[config.mk]
export PLATFORM = sky130hd
export DESIGN_NAME = foq_ctrl
export DESIGN_NICKNAME = d
export VERILOG_FILES = /design/src/design/foq_pkg.sv /design/src/design/foq_ctrl.sv
export SDC_FILE = /design/constraint.sdc
export NUM_CORES = 1
export LEC_CHECK = 0
export BUFFER_PORTS_ARGS = -buffer_cell sky130_fd_sc_hd__buf_4
export CAP_MARGIN = 40
export CELL_PAD_IN_SITES_DETAIL_PLACEMENT = 0
export CELL_PAD_IN_SITES_GLOBAL_PLACEMENT = 2
export CORE_MARGIN = 1.5
export CORE_UTILIZATION = 24
export CTS_BUF_LIST = sky130_fd_sc_hd__clkbuf_4
export CTS_CLUSTER_SIZE = 10
export DETAILED_ROUTE_END_ITERATION = 10
export MAX_ROUTING_LAYER = met4
export PLACE_DENSITY = 0.87
export SLEW_MARGIN = 10
export SYNTH_ARGS = -nofsm -noshare
export SYNTH_HDL_FRONTEND = slang
export SYNTH_SLANG_ARGS = --single-unit
[constraint.sdc]
create_clock -name clock -period 2.4 [get_ports clock]
set_input_delay 0.36 -clock clock [delete_from_list [all_inputs] [get_ports clock]]
set_output_delay 0.36 -clock clock [all_outputs]
set_load 0.02 [all_outputs]
[src/design/foq_pkg.sv]
`timescale 1ns / 1ps
// Shared types for the frequency-ordered queue: entry layout, command and
// status codes, and the controller/datapath command and status structs.
package foq_pkg;

   typedef enum logic [1:0] {
      CMD_COUNT  = 2'd0,
      CMD_INSERT = 2'd1,
      CMD_REMOVE = 2'd2,
      CMD_NONE   = 2'd3
   } cmd_type;

   typedef enum logic [1:0] {
      STAT_DONE  = 2'd0,
      STAT_GIVEN = 2'd1,
      STAT_EMPTY = 2'd2,
      STAT_FULL  = 2'd3
   } stat_type;

   typedef enum logic [2:0] {
      S_IDLE,
      S_DECODE,
      S_SEARCH,
      S_SINK,
      S_LEAF,
      S_POP
   } state_type;

   typedef enum logic [1:0] {
      POS_HOLD,
      POS_ZERO,
      POS_INC
   } pos_op_type;

   typedef enum logic [1:0] {
      CUR_HOLD,
      CUR_REQ,
      CUR_BUMP
   } cur_op_type;

   typedef enum logic [1:0] {
      WR_RDATA,
      WR_CUR,
      WR_LEAF
   } wr_src_type;

   typedef struct packed {
      logic        is_node;
      logic [8:0]  key;
      logic [31:0] freq;
   } entry_type;

   typedef struct packed {
      logic       capture;
      pos_op_type pos_op;
      logic       rd_en;
      logic       rd_off;
      logic       head_dec;
      logic       head_inc;
      logic       cnt_inc;
      logic       cnt_dec;
      cur_op_type cur_op;
      logic       wr_en;
      wr_src_type wr_src;
      logic       rsp_load;
      logic       rsp_pop;
      stat_type   rsp_stat;
   } ctl_type;

   typedef struct packed {
      cmd_type cmd;
      logic    cnt_zero;
      logic    full;
      logic    last;
      logic    match;
      logic    less;
      logic    rsp_busy;
   } sts_type;

endpackage

[src/design/foq_ctrl.sv]
`timescale 1ns / 1ps
// Controller state machine for the frequency-ordered queue.
// Uses foq_pkg; drives the datapath through ctl_type, reads sts_type.
module foq_ctrl (
   input  logic             clock,
   input  logic             reset,
   input  logic             req_valid,
   output logic             req_ready,
   input  foq_pkg::sts_type sts,
   output foq_pkg::ctl_type ctl
);

   foq_pkg::state_type state_ff, state_in;

   always_ff @(posedge clock) begin
      if (reset) begin
         state_ff <= foq_pkg::S_IDLE;
      end else begin
         state_ff <= state_in;
      end
   end

   always_comb begin
      state_in = state_ff;
      unique case (state_ff)
         foq_pkg::S_IDLE: begin
            if (req_valid && !sts.rsp_busy) state_in = foq_pkg::S_DECODE;
         end
         foq_pkg::S_DECODE: begin
            unique case (sts.cmd)
               foq_pkg::CMD_COUNT:
                  state_in = sts.cnt_zero ? foq_pkg::S_LEAF : foq_pkg::S_SEARCH;
               foq_pkg::CMD_INSERT:
                  state_in = sts.full ? foq_pkg::S_IDLE : foq_pkg::S_SINK;
               foq_pkg::CMD_REMOVE:
                  state_in = sts.cnt_zero ? foq_pkg::S_IDLE : foq_pkg::S_POP;
               default: state_in = foq_pkg::S_IDLE;
            endcase
         end
         foq_pkg::S_SEARCH: begin
            if (sts.match) state_in = foq_pkg::S_SINK;
            else if (sts.last) state_in = sts.full ? foq_pkg::S_IDLE : foq_pkg::S_LEAF;
         end
         foq_pkg::S_SINK: begin
            if (sts.last || !sts.less) state_in = foq_pkg::S_IDLE;
         end
         foq_pkg::S_LEAF: state_in = foq_pkg::S_IDLE;
         foq_pkg::S_POP:  state_in = foq_pkg::S_IDLE;
         default:         state_in = foq_pkg::S_IDLE;
      endcase
   end

   always_comb begin
      ctl = '0;
      ctl.pos_op   = foq_pkg::POS_HOLD;
      ctl.cur_op   = foq_pkg::CUR_HOLD;
      ctl.wr_src   = foq_pkg::WR_CUR;
      ctl.rsp_stat = foq_pkg::STAT_DONE;
      req_ready    = 1'b0;
      unique case (state_ff)
         foq_pkg::S_IDLE: begin
            req_ready   = !sts.rsp_busy;
            ctl.capture = req_valid && !sts.rsp_busy;
         end
         foq_pkg::S_DECODE: begin
            unique case (sts.cmd)
               foq_pkg::CMD_COUNT: begin
                  ctl.pos_op = foq_pkg::POS_ZERO;
                  if (sts.cnt_zero) begin
                     ctl.head_dec = 1'b1;
                     ctl.cnt_inc  = 1'b1;
                  end else begin
                     ctl.rd_en = 1'b1;
                  end
               end
               foq_pkg::CMD_INSERT: begin
                  if (sts.full) begin
                     ctl.rsp_load = 1'b1;
                     ctl.rsp_stat = foq_pkg::STAT_FULL;
                  end else begin
                     ctl.head_dec = 1'b1;
                     ctl.cnt_inc  = 1'b1;
                     ctl.pos_op   = foq_pkg::POS_ZERO;
                     ctl.cur_op   = foq_pkg::CUR_REQ;
                     ctl.rd_en    = 1'b1;
                     ctl.rd_off   = 1'b1;
                  end
               end
               foq_pkg::CMD_REMOVE: begin
                  if (sts.cnt_zero) begin
                     ctl.rsp_load = 1'b1;
                     ctl.rsp_stat = foq_pkg::STAT_EMPTY;
                  end else begin
                     ctl.pos_op = foq_pkg::POS_ZERO;
                     ctl.rd_en  = 1'b1;
                  end
               end
               default: ctl.rsp_load = 1'b1;
            endcase
         end
         foq_pkg::S_SEARCH: begin
            if (sts.match) begin
               ctl.cur_op = foq_pkg::CUR_BUMP;
               ctl.rd_en  = 1'b1;
               ctl.rd_off = 1'b1;
            end else if (sts.last) begin
               if (sts.full) begin
                  ctl.rsp_load = 1'b1;
                  ctl.rsp_stat = foq_pkg::STAT_FULL;
               end else begin
                  ctl.head_dec = 1'b1;
                  ctl.cnt_inc  = 1'b1;
                  ctl.pos_op   = foq_pkg::POS_ZERO;
               end
            end else begin
               ctl.pos_op = foq_pkg::POS_INC;
               ctl.rd_en  = 1'b1;
            end
         end
         foq_pkg::S_SINK: begin
            ctl.wr_en = 1'b1;
            if (!sts.last && sts.less) begin
               ctl.wr_src = foq_pkg::WR_RDATA;
               ctl.pos_op = foq_pkg::POS_INC;
               ctl.rd_en  = 1'b1;
               ctl.rd_off = 1'b1;
            end else begin
               ctl.rsp_load = 1'b1;
            end
         end
         foq_pkg::S_LEAF: begin
            ctl.wr_en    = 1'b1;
            ctl.wr_src   = foq_pkg::WR_LEAF;
            ctl.rsp_load = 1'b1;
         end
         foq_pkg::S_POP: begin
            ctl.rsp_load = 1'b1;
            ctl.rsp_pop  = 1'b1;
            ctl.rsp_stat = foq_pkg::STAT_GIVEN;
            ctl.head_inc = 1'b1;
            ctl.cnt_dec  = 1'b1;
         end
         default: ;
      endcase
   end

endmodule

==> impl_metrics.env <==
export IMPL_placed_cells_incl_taps=135
export IMPL_synthTopCellsByCount="sky130_fd_sc_hd__nand2_1, sky130_fd_sc_hd__a21oi_1, sky130_fd_sc_hd__nand2b_1, sky130_fd_sc_hd__inv_1, sky130_fd_sc_hd__nor2b_1"
export IMPL_globalRoute_busiestLayer="met2"
export IMPL_synth_net_count=96
export IMPL_count_of_instances_resized_after_the_clock_tree_is_built=0
export IMPL_routed_via_count=654
export IMPL_grt_antenna_before_repair=0
export IMPL_cts_root_buffer="sky130_fd_sc_hd__clkbuf_4"
export IMPL_p_leak_nw=0.412
export IMPL_gr_usage_met1=0.165
export IMPL_dp_hpwl_um=1230
export IMPL_power_switching_w=0.0000904
export IMPL_drive_above_1_share=0.360
export IMPL_run_status="finished clean"
export IMPL_antenna_cells=0
export IMPL_share_comb_of_total_power=0.414
export IMPL_die_w_um=51.1
export IMPL_track_usage=0.131
export IMPL_boundaryPins=30
export IMPL_critical_path_top_cell_by_count="sky130_fd_sc_hd__buf_4"
export IMPL_async_flop_share=0
export IMPL_post_synthesis_cell_type_count=32
export IMPL_timing_final_max_slew_violations=0
export IMPL_clock_latency_ns=0.24
export IMPL_wire_per_inst_um=11.1
export IMPL_setup_worst_path_class="flip-flop to output pin"
export IMPL_clock_tree_htree_level_count=1
export IMPL_synth_to_final_area_change_pct=47.0
export IMPL_row_count=17
export IMPL_cpPeakStageDelay_ns=0.39
export IMPL_synth_most_common_cell="sky130_fd_sc_hd__nand2_1"
export IMPL_timing_clock_skew_ns=0.00439
export IMPL_cts_tree="yes"
export IMPL_cts_buffers_inserted=3
export IMPL_power_density_cell_area_nw_per_um2=328
export IMPL_rsz0062_at_grt="no"
export IMPL_routabilityCongestion=0.771
export IMPL_final_cells=139
export IMPL_maximum_clock_insertion_buffer_count=2
export IMPL_grt_pass1_wl_um=2590
export IMPL_pin_count_of_the_biggest_net_entering_global_routing=14
export IMPL_mappedNetlistArea_um2=554
export IMPL_setup_total_negative_slack_ns=0
export IMPL_cts_hold_buffers_added=0
export IMPL_synthDominantAreaCellType="sky130_fd_sc_hd__dfxtp_1"
export IMPL_worstMarginPinSlew_ns=0.309
export IMPL_crit_path_max_fanout=9
export IMPL_category_of_the_worst_setup_path_launch_point="flip-flop"
export IMPL_initial_utilization=0.253
export IMPL_drt_drc=0
export IMPL_yosys_warnings=0
export IMPL_first_iter_violations=7
export IMPL_core_area_um2=2190
export IMPL_holdCritPathClass="input pin to flip-flop"
export IMPL_power_sequential_fraction=0.207
export IMPL_max_clock_freq_mhz=479
export IMPL_required_ns=2.04
export IMPL_number_of_flip_flops_in_the_largest_register=3
export IMPL_synth_seq_cells=3
export IMPL_period_minus_slack_ns=2.09
export IMPL_setup_viol=0
export IMPL_slowest_stage="sky130_fd_sc_hd__dfxtp_1"
export IMPL_grt_overflow_total=0
export IMPL_groute_layer_met3_usage=0.0175
export IMPL_count_of_final_hold_check_violations=0
export IMPL_postCtsSetupBuffers=0
export IMPL_synth_top_cells_by_area="sky130_fd_sc_hd__dfxtp_1, sky130_fd_sc_hd__ha_1, sky130_fd_sc_hd__nand2b_1, sky130_fd_sc_hd__nor2b_1, sky130_fd_sc_hd__a21oi_1"
export IMPL_fin_crit_sh=0.870
export IMPL_p_clk_frac=0.379
export IMPL_grt_use_met2=0.212
export IMPL_postSynthCellCount=81
export IMPL_maxCapViolations=0
export IMPL_route_final_wire_length_um=1540
export IMPL_synth_edf_count=0
export IMPL_die_area_um2=2610
export IMPL_first_pass_iters=4
export IMPL_synth_yosys_seq_area_share=0.108
export IMPL_switching_share=0.338
export IMPL_detail_route_antenna_nets=0
export IMPL_clkSlewWorstSetupHoldPaths_ns=0.04
export IMPL_drt_vias_per_instance=4.71
export IMPL_worst_ep_arrival_time_ns=1.73
export IMPL_port_buffer_count=29
export IMPL_regMostFlops="state_ff"
export IMPL_worstSetupEndpointType="output pin"
export IMPL_cell_internal_pwr_w=0.000177
export IMPL_clock_sink_count=3
export IMPL_die_height_um=51.1
export IMPL_registers_with_the_most_flip_flops="state_ff: 3 flops"
export IMPL_final_layout_fill_cell_count=241
export IMPL_ir_drop_mv=0.136
export IMPL_first_global_vias=606
export IMPL_crit_chain="nand2b_1 -> nor4b_1 -> buf_4 -> inv_1 -> o22ai_1 -> buf_4"
export IMPL_hold_ws_ns=0.303
export IMPL_timing_slew_headroom=0.792
export IMPL_final_net_count=127
export IMPL_synth_top_area_share=0.108
export IMPL_syn_mean_instance_area_um2=6.84
export IMPL_synth_ff_type="sky130_fd_sc_hd__dfxtp_1"
export IMPL_finalCoreUtilization=0.372
per-layer routing:
| layer | up-vias | wire [um] |
|---|---|---|
| li1 | 343 | - |
| met1 | 274 | 698 |
| met2 | 34 | 674 |
| met3 | 3 | 149 |
| met4 | 0 | 19 |
| met5 | - | 0 |
worst max-delay path, delay by kind of cell, from the launching register on:
kind,cells,cell delay (ns)
flops,1,0.39
simple gates,2,0.52
compound gates,1,0.18
buf+inv,3,0.39
cells in the final DEF, fill, tap and decap left out, types with 2 or more instances in the layout:
cell type                  instances
sky130_fd_sc_hd__nand2_1           9
sky130_fd_sc_hd__a31oi_1           2
sky130_fd_sc_hd__nand3_1           2
sky130_fd_sc_hd__a21oi_1           8
sky130_fd_sc_hd__o21ai_0           3
sky130_fd_sc_hd__nand2b_1          8
sky130_fd_sc_hd__buf_4            32
sky130_fd_sc_hd__nor2_1            2
sky130_fd_sc_hd__nor4_1            2
sky130_fd_sc_hd__nor2b_1           7
sky130_fd_sc_hd__inv_1             7
sky130_fd_sc_hd__o21ai_1           2
sky130_fd_sc_hd__dfxtp_1           3
sky130_fd_sc_hd__ha_1              4
sky130_fd_sc_hd__clkbuf_4          4
cells by family (layout without fill, tap and decap cells):
family,count (synthesis),after routing,share of synthesized area
fa+ha+maj,4,4,0.0903
buf+inv,13,43,0.129
compound gates,23,23,0.253
simple gates,38,38,0.420
flops,3,3,0.108
layout make-up:
| cell class | instances | area (um2) | share of cell area |
|---|---|---|---|
| multi-input combinational | 65 | 423 | 0.519 |
| sequential | 3 | 60.1 | 0.0737 |
| clock buffer | 4 | 30.0 | 0.0369 |
| inverter | 7 | 26.3 | 0.0323 |
| timing repair buffer | 32 | 240 | 0.295 |
| tap | 28 | 35.0 | 0.0430 |
path summary, 6_finish.rpt:
kind                                   from           to  slack (ns)  depth (start not counted)
worst max register to register  state_ff[0]  state_ff[0]        0.94                          5
worst min-delay path                  reset  state_ff[0]        0.30                          2
worst min register to register  state_ff[0]  state_ff[0]        0.72                          3
worst max-delay path            state_ff[2]      ctl[10]        0.31                          6
power groups by stage:
stage | Clock [W] | Combinational (W) | Sequential (W)
CTS | 0.000101 | 0.000111 | 0.0000554
floorplan | 0 | 0.0000710 | 0.0000539
global placement | 0 | 0.000110 | 0.0000563
detailed placement | 0 | 0.000110 | 0.0000562
finish | 0.000101 | 0.000111 | 0.0000555
global route | 0.000109 | 0.000123 | 0.0000558
through the flow:
stage	area [um2]	setup WS, ns	power (W)
floorplan	554	0.346	0.000125
global placement	785	0.561	0.000166
detailed placement	785	0.543	0.000166
CTS	815	0.330	0.000268
global route	815	0.199	0.000288
finish	815	0.313	0.000267
No activity file was read; power rests on OpenSTA's default activity.
